File: config.mk
export PLATFORM = sky130hd
export DESIGN_NAME = tlb_clock_replacement_fill_core
export DESIGN_NICKNAME = d
export VERILOG_FILES = /design/src/rtl/tlbcr_pkg.sv /design/src/rtl/tlbcr_entry_ram.sv /design/src/rtl/tlb_clock_replacement_fill_core.sv
export SDC_FILE = /design/constraint.sdc
export NUM_CORES = 1
export LEC_CHECK = 0
export BUFFER_PORTS_ARGS = -buffer_cell sky130_fd_sc_hd__buf_2
export CAP_MARGIN = 20
export CORE_UTILIZATION = 54
export DETAILED_ROUTE_END_ITERATION = 10
export GPL_ROUTABILITY_DRIVEN = 0
export GPL_TIMING_DRIVEN = 0
export MAX_ROUTING_LAYER = met4
export PLACE_DENSITY = 0.74
export SLEW_MARGIN = 20
export SYNTH_ARGS = -nofsm -noshare
export SYNTH_HDL_FRONTEND = slang
export SYNTH_HIERARCHICAL = 1
export SYNTH_SLANG_ARGS = --single-unit
File: constraint.sdc
create_clock -name clk -period 9.5 [get_ports clk]
set_input_delay 1.9 -clock clk [delete_from_list [all_inputs] [get_ports clk]]
set_output_delay 1.9 -clock clk [all_outputs]
set_load 0.02 [all_outputs]
File: src/rtl/tlbcr_pkg.sv
`timescale 1ns / 1ps
// Shared types and constants for the clock-replacement translation buffer fill core.
package tlbcr_pkg;

    localparam int PAGE_W  = 25;
    localparam int FRAME_W = 8;
    localparam int ADDR_W  = 32;
    localparam int SLOT_W  = 2;

    // Request kinds carried on the slave-side tuser
    localparam logic CMD_FILL = 1'b0;
    localparam logic CMD_MARK = 1'b1;

    typedef enum logic [1:0] {
        ST_IDLE,
        ST_SWEEP,
        ST_FINISH
    } state_t;

    typedef struct packed {
        logic [PAGE_W-1:0]  page;
        logic [FRAME_W-1:0] frame;
        logic               dirty;
        logic               read_only;
    } entry_t;

endpackage

File: src/rtl/tlbcr_entry_ram.sv
`timescale 1ns / 1ps
// Entry store: page, frame and flag bits of each slot, one write and one registered read port.
module tlbcr_entry_ram #(
    parameter int ENTRIES = 4
) (
    input  logic                              clk,
    input  logic                              wr_en,
    input  logic [$clog2(ENTRIES)-1:0]        wr_addr,
    input  tlbcr_pkg::entry_t                 wr_data,
    input  logic                              rd_en,
    input  logic [$clog2(ENTRIES)-1:0]        rd_addr,
    output logic [tlbcr_pkg::PAGE_W-1:0]      rd_page
);

    tlbcr_pkg::entry_t mem [ENTRIES];

    always_ff @(posedge clk)
    begin
        if (wr_en)
        begin
            mem[wr_addr] <= wr_data;
        end
        if (rd_en)
        begin
            rd_page <= mem[rd_addr].page;
        end
    end

endmodule

File: src/rtl/tlb_clock_replacement_fill_core.sv
`timescale 1ns / 1ps
// Top level of the clock-replacement translation buffer fill core.
//
// The core keeps TLB_ENTRIES translation slots and a clock hand. A fill request
// (tuser = fill) sweeps from the hand, one slot per cycle, clearing the use bit
// of each valid, used slot, and stops on the first invalid or unused slot. It
// writes the new entry there, parks the hand on it and returns the slot and
// the evicted page (zero when nothing valid was replaced). A mark request sets
// the use bit of hit_slot and echoes the slot. Valid and use bits sit in
// flip-flops cleared by reset; page, frame and flags live in a synchronous
// entry RAM whose contents are undefined until written; its page is reported
// only for valid slots. Requests are handled one at a time: a fill passes
// through accept, one sweep step per slot looked at (up to TLB_ENTRIES + 1),
// then the write-back step, which waits for a free result register and takes
// the victim's page from the registered RAM read issued as the sweep stops.
// A mark goes from accept to the write-back step. The result sits in an output
// register, so the next request is accepted while the previous result waits.
module tlb_clock_replacement_fill_core #(
    parameter int TLB_ENTRIES = 4,
    parameter int PAGE_BYTES  = 128
) (
    input  logic        clk,
    input  logic        rst_n,
    input  logic        s_tvalid,
    output logic        s_tready,
    // s_tdata, low bit up: virt_addr[31:0], phys_frame[39:32], read_only[40],
    // dirty_in[41], hit_slot[43:42], zero fill[47:44]
    input  logic [47:0] s_tdata,
    // s_tuser: command[0] (0 = fill on miss, 1 = mark slot referenced)
    input  logic [0:0]  s_tuser,
    output logic        m_tvalid,
    input  logic        m_tready,
    // m_tdata, low bit up: slot[1:0], evicted_valid[2], evicted_page[27:3],
    // zero fill[31:28]
    output logic [31:0] m_tdata
);

    localparam int IDX_W      = $clog2(TLB_ENTRIES);
    localparam int PAGE_SHIFT = $clog2(PAGE_BYTES);
    localparam logic [IDX_W-1:0] LAST_IDX = IDX_W'(TLB_ENTRIES - 1);

    // Unpacked request fields
    logic                               in_cmd;
    logic [tlbcr_pkg::ADDR_W-1:0]       in_virt_addr;
    logic [tlbcr_pkg::FRAME_W-1:0]      in_phys_frame;
    logic                               in_read_only;
    logic                               in_dirty;
    logic [tlbcr_pkg::SLOT_W-1:0]       in_hit_slot;

    assign in_cmd        = s_tuser[0];
    assign in_virt_addr  = s_tdata[31:0];
    assign in_phys_frame = s_tdata[39:32];
    assign in_read_only  = s_tdata[40];
    assign in_dirty      = s_tdata[41];
    assign in_hit_slot   = s_tdata[43:42];

    // Control state
    tlbcr_pkg::state_t                  state_reg, state_next;
    logic [TLB_ENTRIES-1:0]             valid_reg, valid_next;
    logic [TLB_ENTRIES-1:0]             use_reg, use_next;
    logic [IDX_W-1:0]                   hand_reg, hand_next;
    logic [IDX_W-1:0]                   pos_reg, pos_next;
    logic                               m_tvalid_reg, m_tvalid_next;

    // Request payload held during the sweep
    logic                               cmd_reg, cmd_next;
    logic [tlbcr_pkg::PAGE_W-1:0]       page_reg, page_next;
    logic [tlbcr_pkg::FRAME_W-1:0]      frame_reg, frame_next;
    logic                               ro_reg, ro_next;
    logic                               dirty_reg, dirty_next;
    logic [tlbcr_pkg::SLOT_W-1:0]       hit_slot_reg, hit_slot_next;

    // Result register
    logic [tlbcr_pkg::SLOT_W-1:0]       res_slot_reg, res_slot_next;
    logic                               res_ev_valid_reg, res_ev_valid_next;
    logic [tlbcr_pkg::PAGE_W-1:0]       res_ev_page_reg, res_ev_page_next;

    // Handshake and datapath control
    logic                               accept;
    logic                               out_free;
    logic                               cur_used;
    logic                               mark_in_range;
    logic [IDX_W-1:0]                   mark_idx;
    logic                               ram_rd_en;
    logic                               ram_wr_en;
    logic [tlbcr_pkg::PAGE_W-1:0]       ram_rd_page;
    tlbcr_pkg::entry_t                  ram_wr_data;

    assign s_tready      = (state_reg == tlbcr_pkg::ST_IDLE);
    assign accept        = s_tvalid && s_tready;
    // The result register can take a new result when empty or being drained
    assign out_free      = !m_tvalid_reg || m_tready;
    // Slot under the hand earns a second chance when it is valid and used
    assign cur_used      = valid_reg[pos_reg] && use_reg[pos_reg];
    assign mark_in_range = (int'(in_hit_slot) < TLB_ENTRIES);
    assign mark_idx      = IDX_W'(in_hit_slot);

    assign m_tvalid = m_tvalid_reg;
    assign m_tdata  = {4'b0000, res_ev_page_reg, res_ev_valid_reg, res_slot_reg};

    // Next state
    always_comb
    begin
        state_next = state_reg;
        case (state_reg)
            tlbcr_pkg::ST_IDLE:
            begin
                if (accept)
                begin
                    state_next = (in_cmd == tlbcr_pkg::CMD_MARK) ? tlbcr_pkg::ST_FINISH
                                                                 : tlbcr_pkg::ST_SWEEP;
                end
            end
            tlbcr_pkg::ST_SWEEP:
            begin
                if (!cur_used)
                begin
                    state_next = tlbcr_pkg::ST_FINISH;
                end
            end
            tlbcr_pkg::ST_FINISH:
            begin
                if (out_free)
                begin
                    state_next = tlbcr_pkg::ST_IDLE;
                end
            end
            default:
            begin
                state_next = tlbcr_pkg::ST_IDLE;
            end
        endcase
    end

    // Outputs and datapath next values
    always_comb
    begin
        valid_next        = valid_reg;
        use_next          = use_reg;
        hand_next         = hand_reg;
        pos_next          = pos_reg;
        m_tvalid_next     = m_tvalid_reg;
        cmd_next          = cmd_reg;
        page_next         = page_reg;
        frame_next        = frame_reg;
        ro_next           = ro_reg;
        dirty_next        = dirty_reg;
        hit_slot_next     = hit_slot_reg;
        res_slot_next     = res_slot_reg;
        res_ev_valid_next = res_ev_valid_reg;
        res_ev_page_next  = res_ev_page_reg;
        ram_rd_en         = 1'b0;
        ram_wr_en         = 1'b0;

        // Drain the result register
        if (m_tvalid_reg && m_tready)
        begin
            m_tvalid_next = 1'b0;
        end

        case (state_reg)
            tlbcr_pkg::ST_IDLE:
            begin
                if (accept)
                begin
                    cmd_next      = in_cmd;
                    page_next     = tlbcr_pkg::PAGE_W'(in_virt_addr >> PAGE_SHIFT);
                    frame_next    = in_phys_frame;
                    ro_next       = in_read_only;
                    dirty_next    = in_dirty;
                    hit_slot_next = in_hit_slot;
                    pos_next      = hand_reg;
                    // Mark takes effect at once; slots beyond the buffer are ignored
                    if (in_cmd == tlbcr_pkg::CMD_MARK && mark_in_range)
                    begin
                        use_next[mark_idx] = 1'b1;
                    end
                end
            end
            tlbcr_pkg::ST_SWEEP:
            begin
                if (cur_used)
                begin
                    // Second chance: clear use and advance the hand with wrap
                    use_next[pos_reg] = 1'b0;
                    pos_next = (pos_reg == LAST_IDX) ? '0 : pos_reg + 1'b1;
                end
                else
                begin
                    // Victim found: fetch its page for the eviction report
                    ram_rd_en = 1'b1;
                end
            end
            tlbcr_pkg::ST_FINISH:
            begin
                if (out_free)
                begin
                    m_tvalid_next = 1'b1;
                    if (cmd_reg == tlbcr_pkg::CMD_MARK)
                    begin
                        res_slot_next     = hit_slot_reg;
                        res_ev_valid_next = 1'b0;
                        res_ev_page_next  = '0;
                    end
                    else
                    begin
                        ram_wr_en          = 1'b1;
                        res_slot_next      = tlbcr_pkg::SLOT_W'(pos_reg);
                        res_ev_valid_next  = valid_reg[pos_reg];
                        res_ev_page_next   = valid_reg[pos_reg] ? ram_rd_page : '0;
                        valid_next[pos_reg] = 1'b1;
                        use_next[pos_reg]   = 1'b1;
                        hand_next           = pos_reg;
                    end
                end
            end
            default:
            begin
            end
        endcase
    end

    assign ram_wr_data.page      = page_reg;
    assign ram_wr_data.frame     = frame_reg;
    assign ram_wr_data.dirty     = dirty_reg;
    assign ram_wr_data.read_only = ro_reg;

    tlbcr_entry_ram #(
        .ENTRIES (TLB_ENTRIES)
    ) u_entry_ram (
        .clk     (clk),
        .wr_en   (ram_wr_en),
        .wr_addr (pos_reg),
        .wr_data (ram_wr_data),
        .rd_en   (ram_rd_en),
        .rd_addr (pos_reg),
        .rd_page (ram_rd_page)
    );

    // Control registers
    always_ff @(posedge clk or negedge rst_n)
    begin
        if (!rst_n)
        begin
            state_reg    <= tlbcr_pkg::ST_IDLE;
            valid_reg    <= '0;
            use_reg      <= '0;
            hand_reg     <= '0;
            pos_reg      <= '0;
            m_tvalid_reg <= 1'b0;
            cmd_reg      <= tlbcr_pkg::CMD_FILL;
        end
        else
        begin
            state_reg    <= state_next;
            valid_reg    <= valid_next;
            use_reg      <= use_next;
            hand_reg     <= hand_next;
            pos_reg      <= pos_next;
            m_tvalid_reg <= m_tvalid_next;
            cmd_reg      <= cmd_next;
        end
    end

    // Payload registers
    always_ff @(posedge clk)
    begin
        page_reg         <= page_next;
        frame_reg        <= frame_next;
        ro_reg           <= ro_next;
        dirty_reg        <= dirty_next;
        hit_slot_reg     <= hit_slot_next;
        res_slot_reg     <= res_slot_next;
        res_ev_valid_reg <= res_ev_valid_next;
        res_ev_page_reg  <= res_ev_page_next;
    end

    // A completed fill leaves the hand on a valid, used slot
    assert property (@(posedge clk) disable iff (!rst_n)
        (state_reg == tlbcr_pkg::ST_FINISH && out_free && cmd_reg == tlbcr_pkg::CMD_FILL)
        |=> (valid_reg[hand_reg] && use_reg[hand_reg]))
    else $error("fill did not leave a valid, used slot under the hand");

    // The sweep only stops on a slot that is invalid or unused
    assert property (@(posedge clk) disable iff (!rst_n)
        (state_reg == tlbcr_pkg::ST_SWEEP && !cur_used)
        |=> (state_reg == tlbcr_pkg::ST_FINISH && !cur_used))
    else $error("sweep stopped on a slot that still had its second chance");

    // No evicted page is reported without an eviction
    assert property (@(posedge clk) disable iff (!rst_n)
        (m_tvalid_reg && !res_ev_valid_reg) |-> (res_ev_page_reg == '0))
    else $error("evicted page reported without a valid eviction");

    // A mark result never reports an eviction
    assert property (@(posedge clk) disable iff (!rst_n)
        (state_reg == tlbcr_pkg::ST_FINISH && out_free && cmd_reg == tlbcr_pkg::CMD_MARK)
        |=> (m_tvalid_reg && !res_ev_valid_reg))
    else $error("mark request reported an eviction");

endmodule
Word-level counts from Yosys, hierarchy flattened
Memory sizes are Yosys's and may differ from the RTL's. A register that Yosys moved wholly into a read port is not among the register bits.
Cells that the tools add are included.
Operators by class
  add/sub/neg operators: 1
  equal/unequal tests: 9
  reductions and logical operators: 17
  multiplexer cells: 34
  $lt $le $gt $ge: 4
  bitwise operators: 7
Operator list (number)
  $mux 4: 5
  $mux 2: 8
  $mux 1: 14
  $or 4x4->4: 3
  $pmux 4 s3: 1
  $reduce_and 3->1: 3
  $ne 2x2->1 const B: 4
  $lt 2x3->1 const B: 2
  $pmux 2 s3: 1
  $reduce_and 6->1: 1
  $logic_and 1x1->1: 5
  $and 4x4->4: 1
  $bmux 1 s2: 2
  $demux 1 s2: 2
  $eq 2x2->1 const B: 2
  $ge 2x1->1 const B: 2
  $ne 2x1->1 const B: 2
  $not 4->4: 1
  $pmux 2 s2: 1
  $reduce_and 2->1: 2
  $reduce_bool 3->1: 1
  $add 2x1->2 const B: 1
  $eq 2x1->1 const B: 1
  $logic_not 2->1: 1
  5 further kinds: 6
Word-level totals
  memories: 1
  input bits: 53
  register bits after elaboration: 81
  memory bits (writable): 140
  output and inout port bits: 34
  logic and storage cells: 88
Memory list
  u_entry_ram.mem: depth 4, bits a word 35, rd ports 1, clocked after memory_dff 1, wr ports 1, line tlbcr_entry_ram.sv:15  | tlbcr_pkg::entry_t mem [ENTRIES];

Depth between registers and ports, before layout
Gate-level depths: netlist (run 1).
  depth in word-level cells: 8
  mapped depth: 6
  depth with buffers taken out: 6

Hierarchy
The synthesis (run 1) kept the hierarchy.
By module, submodules not included
  tlbcr_entry_ram: instances 1, area an instance 4433.0 sq um, cells an instance 160
  tlb_clock_replacement_fill_core: instances 1, area an instance 3108.0 sq um, cells an instance 195

Least setup slack after synthesis (run 1)
OpenSTA, ideal clock, no wires.
  path kind: in2reg
  start point: input m_tready
  end point: memory u_entry_ram/mem[0][10] (netlist bit), enable pin
  setup slack: 4.776 ns
  data required time: 9.056 ns
  stages on the path: 3
  setup time: 0.444 ns
  arrival: 4.280 ns
  cells stage by stage: nor2b_1 > nor3_2 > nor3b_1
On the way
  longest elaborated chain between the ends: 5
Ends and longest elaborated chain
  from (decl): line tlb_clock_replacement_fill_core.sv:32  | input logic m_tready,
  $logic_or 1x1->1: line tlb_clock_replacement_fill_core.sv:92  | assign out_free = !m_tvalid_reg || m_tready;
  $mux 1: line tlb_clock_replacement_fill_core.sv:196  | if (out_free)
  $mux 1: line tlb_clock_replacement_fill_core.sv:161  | case (state_reg)
  net ram_wr_en: line tlb_clock_replacement_fill_core.sv:85  | logic ram_wr_en;
  $mux 1: line tlbcr_entry_ram.sv:19  | if (wr_en)
  $mux 1 (not written as such): line tlbcr_entry_ram.sv:21  | mem[wr_addr] <= wr_data;
  to (decl): line tlbcr_entry_ram.sv:15
The timed path passes the listed nets, and every way through them passes these cells.

Worst setup path after layout (run 1)
  start point: input m_tready
  end point: memory u_entry_ram/mem[0][28] (netlist bit), enable pin
The elaborated chain is that of the path after synthesis.

==> results.yml, run 1 <==
worst_setup_path:
  r2r_cells: 5
  setup.worst_path.start_class: "input pin"
  path_max_fanout: 10
  critPathRequiredTime_ns: 9.64
  cp-end-kind: "flip-flop"
  critPathKind: "in2reg"
  crit_arrival_ns: 3.65
sta:
  fin_worst_skew_ns: 0.00948
  rsz0062_at_grt: "no"
  finalSetupViolCount: 0
  finalMaxSlewViolations: 0
  setup_tns_ns: 0
  period_needed_ns: 3.51
  hold_viol: 0
  fin_hold_ws_ns: 0.453
  tightestPinTransition_ns: 0.750
  slew_headroom_pct: 50.0
  period_share_pct: 36.9
  max_freq_mhz: 285
floorplanning:
  fp.coreArea_um2: 12800
  io_pins: 87
  initial_core_util_pct: 56.5
  rows: 41
  chipHeight_um: 118
  die_area_um2: 13900
  dieWidth_um: 118
final_layout:
  stdcell_area_um2: 8450
  fillers: 873
  multiInputGateArea_um2: 1320
  drive_gt1_share_pct: 32.2
  fin_nets: 490
  regArea_um2: 5810
  n_antenna_cell: 0
  fin_util_pct: 65.9
  top_register: "u_entry_ram/mem"
  syn2layout_area_growth_pct: 16.7
  largest_reg_flops: 100
routing:
  final_antenna_net_count: 0
  routed_wl_mm: 11.6
  dr.pass1.iters: 5
  viasPerCell: 5.47
  vias: 3372
  drt_iter0_markers: 228
  drc: 0
  routedWlPerCell_um: 18.9
run:
  drv_cap: 0
hold_path:
  hold_class: "reg2reg"
  min_path_cells: 1
clock_tree:
  clk_path_buf_depth: 2
  cts_hold_buf: 0
  htree_num_levels: 4
  cts_made_buffers: 17
  worst_skew_pair.late_latency_ns: 0.43
  post-cts-setup-buffers: 0
  cts.sinks: 196
  cts.clk_slew.worst_paths_ns: 0.06
  cts_tree: "done"
  cts-root-buf: "clkbuf_16"
  cts_resized: 0
global_routing:
  grt_pass1_wl_mm: 18.6
  grt_max_degree: 32
  antenna_found_initial: 0
  first_global_vias: 3475
  grt-ovfl-total: 0
  track_usage_pct: 19.0
placement:
  place_area_um2: 7880
  io_buffers: 61
  hpwl_mm: 7.19
power_and_ir_drop:
  p_per_area_nw_per_um2: 310
  ir_drop_v: 0.000138
  p_leak_nw: 2.98
  finalPower_mw: 2.62
synthesis:
  ys_warn_count: 6
  syn_area_per_cell_um2: 21.0
  synth.cell_area_um2: 7240
  syn_inst: 345
run_status:
  status: "finished, final reports clean"
## report_power, final
part           switching, mW  internal [mW]  total (mW)
clock                  0.286          0.409       0.695
combinational          0.373          0.292       0.665
sequential            0.0752           1.18        1.26
## layout by cell type, fill, tap and decap left out, types with 3 or more instances in the layout
master	instances
inv_1	6
bufinv_16	3
a21oi_1	6
o21ai_0	5
clkinvlp_4	3
ha_1	4
a31oi_1	5
buf_4	6
dfrtp_1	16
nand2_1	9
conb_1	4
edfxtp_1	180
nand2b_1	5
buf_6	3
mux4_1	5
clkbuf_16	17
and2_1	25
a21o_1	6
mux4_2	22
nor2_1	4
clkbuf_1	5
buf_2	66
## through the flow
| stage | setup WS (ns) | std cells |
|---|---|---|
| finish | 5.99 | 616 |
| global route | 5.91 | 616 |
| CTS | 6.03 | 616 |
| detailed placement | 5.57 | 586 |
| global placement | 2.98 | 581 |
| floorplan | 4.78 | 348 |
## path summary, 6_finish.rpt
kind                              start                     end  slack (ns)
hold / removal             valid_reg[3]            valid_reg[3]        0.45
min in group asynchronous         rst_n              use_reg[1]        1.37
setup / recovery               m_tready  u_entry_ram/mem[0][28]        5.99
setup reg to reg           state_reg[0]  u_entry_ram/mem[0][28]        6.96
max in group asynchronous         rst_n             hand_reg[1]        7.86
hold reg to reg            valid_reg[3]            valid_reg[3]        0.45
## critical path, cell delays in order
cell and delay, ns:
buf_2 0.08, nor2b_1 0.09, nor3_2 0.54, nor3b_2 0.63, buf_6 0.24, buf_6 0.16
## cell type report
class	count	area share, %
sequential	196	68.7
buffer	16	1.50
multi-input combinational	129	15.6
clock buffer	20	5.17
clock inverter	10	1.58
tap	172	2.55
timing repair buffer	66	4.62
inverter	7	0.311
## metal layers
metal | share of wire [%] | global-route usage (%) | up-vias
li1 | - | - | 1542
met1 | 42 | 22.2 | 1722
met2 | 52 | 30.6 | 97
met3 | 4.7 | 6.35 | 11
met4 | 1.4 | 7.29 | 0
met5 | 0 | - | -
Power figures use the tool's default switching activity.
==> inputs of run 2 (changes only) <==
- CORE_UTILIZATION: 54 -> 52
- clock period: 9.5 -> 2.9 ns (I/O delays scaled with it)
==> results.yml, run 2 (same netlist as run 1, synthesis figures left out) <==
run_status:
  status: "finished, final reports clean"
final_layout:
  multiInputGateArea_um2: 1320
  final_common_cell: "edfxtp_1"
  regArea_um2: 5810
  mostFrequentLayoutCells: "180 x edfxtp_1, 66 x buf_2, 25 x and2_1"
  largest_reg_flops: 100
  top_register: "u_entry_ram/mem"
  fin_util_pct: 63.0
  syn2layout_area_growth_pct: 16.5
  fin_nets: 489
  n_antenna_cell: 0
  drive_gt1_share_pct: 32.1
  fillers: 938
routing:
  drt_iter0_markers: 170
  viasPerCell: 5.30
  dr.pass1.iters: 5
  routedWlPerCell_um: 18.4
  routed_wl_mm: 11.4
  drc: 0
  final_antenna_net_count: 0
  vias: 3290
sta:
  fin_worst_skew_ns: 0.00780
  hold_viol: 0
  max_freq_mhz: 405
  finalMaxSlewViolations: 0
  period_needed_ns: 2.47
  postLayoutSetupSlackWorst_ns: 0.432
  rsz0062_at_grt: "no"
  period_share_pct: 85.1
  slew_headroom_pct: 48.5
  finalSetupViolCount: 0
  tightestPinTransition_ns: 0.773
floorplanning:
  rows: 42
  chipHeight_um: 120
  dieWidth_um: 120
  io_pins: 87
  die_area_um2: 14400
  initial_core_util_pct: 54.0
  fp.coreArea_um2: 13400
worst_setup_path:
  crit_arrival_ns: 2.60
  r2r_slack_ns: 0.43
  crit_path_start: "pos_reg[1]"
  setup.worst_path.start_class: "flip-flop"
  critPathRequiredTime_ns: 3.03
  r2r_cells: 4
  r2r-end: "u_entry_ram/rd_page[20]"
  timing.rr.start: "pos_reg[1]"
  cp-end-kind: "flip-flop"
  path_max_fanout: 14
  critPathKind: "reg2reg"
power_and_ir_drop:
  ir_drop_v: 0.000519
  p_leak_nw: 2.98
  p_per_area_nw_per_um2: 1010
  finalPower_mw: 8.49
clock_tree:
  cts_hold_buf: 0
  cts.sinks: 196
  worst_skew_pair.late_latency_ns: 0.42
  cts_made_buffers: 17
  cts_resized: 0
  cts.clk_slew.worst_paths_ns: 0.07
  cts_tree: "done"
  cts-root-buf: "clkbuf_16"
  htree_num_levels: 4
  clk_path_buf_depth: 2
  post-cts-setup-buffers: 0
global_routing:
  grt_max_degree: 32
  antenna_found_initial: 0
  track_usage_pct: 17.9
  first_global_vias: 3419
  grt_pass1_wl_mm: 17.9
  grt-ovfl-total: 0
placement:
  dp_slack_ns: 0.386
  hpwl_mm: 7.02
  io_buffers: 61
hold_path:
  hold_class: "in2async"
run:
  drv_cap: 0
[run 2: cell count changes in the layout (fill, tap and decap cells not counted), sizes merged]
| cell | change |
|---|---|
| clkinvlp | -3 |
| clkbuf | +1 |
| buf | -1 |
| bufinv | -1 |
| clkinv | +5 |
[run 2: area by class of cell]
| class | count | share of cell area, % |
|---|---|---|
| well taps | 176 | 2.61 |
| clock inverters | 11 | 1.31 |
| flip-flops and latches | 196 | 68.8 |
| plain buffers | 16 | 1.50 |
| multi-input cells | 129 | 15.7 |
| clock buffers | 21 | 5.22 |
| inverters | 7 | 0.311 |
| repair buffers | 65 | 4.54 |
[run 2: layer usage]
layer | global-route usage (%) | routed length (um) | up-vias
li1 | - | - | 1540
met1 | 21.0 | 4650 | 1641
met2 | 29.8 | 6120 | 92
met3 | 3.99 | 418 | 17
met4 | 7.89 | 245 | 0
met5 | - | 0 | -
[run 2: critical path, stage by stage (launching register included)]
cell,delay [ns]
dfrtp_1,0.66
mux4_2,0.63
and2_2,0.23
nor2_4,0.43
buf_16,0.21
[run 2: metrics by stage]
| stage | cell area, um^2 | std cells | hold slack (ns) | TNS [ns] |
|---|---|---|---|---|
| 3_5_place_dp | 7890 | 589 | 0.447 | 0 |
| 5_1_grt | 8440 | 621 | 0.0828 | 0 |
| 4_1_cts | 8440 | 621 | 0.0594 | 0 |
| 2_1_floorplan | 7260 | 348 | 0.284 | 0 |
| 6_report | 8440 | 621 | 0.0609 | 0 |
| 3_3_place_gp | 7780 | 585 | 0.435 | -42.94 |
[run 2: worst max path at each step]
stage / slack [ns] / depth (start not counted) / endpoint
after floorplan: 0.11 / 3 / u_entry_ram/rd_page[0]
after global placement: -0.86 / 3 / u_entry_ram/rd_page[20]
after detailed placement: 0.39 / 4 / u_entry_ram/mem[2][32]
after CTS: 0.40 / 4 / u_entry_ram/rd_page[20]
after global routing: 0.34 / 4 / u_entry_ram/rd_page[20]
final: 0.43 / 4 / u_entry_ram/rd_page[20]
[run 2: where the power goes]
| part | total (mW) | switching [mW] | internal (mW) |
|---|---|---|---|
| Sequential | 4.14 | 0.260 | 3.88 |
| Combinational | 2.17 | 1.21 | 0.958 |
| Clock | 2.18 | 0.924 | 1.26 |
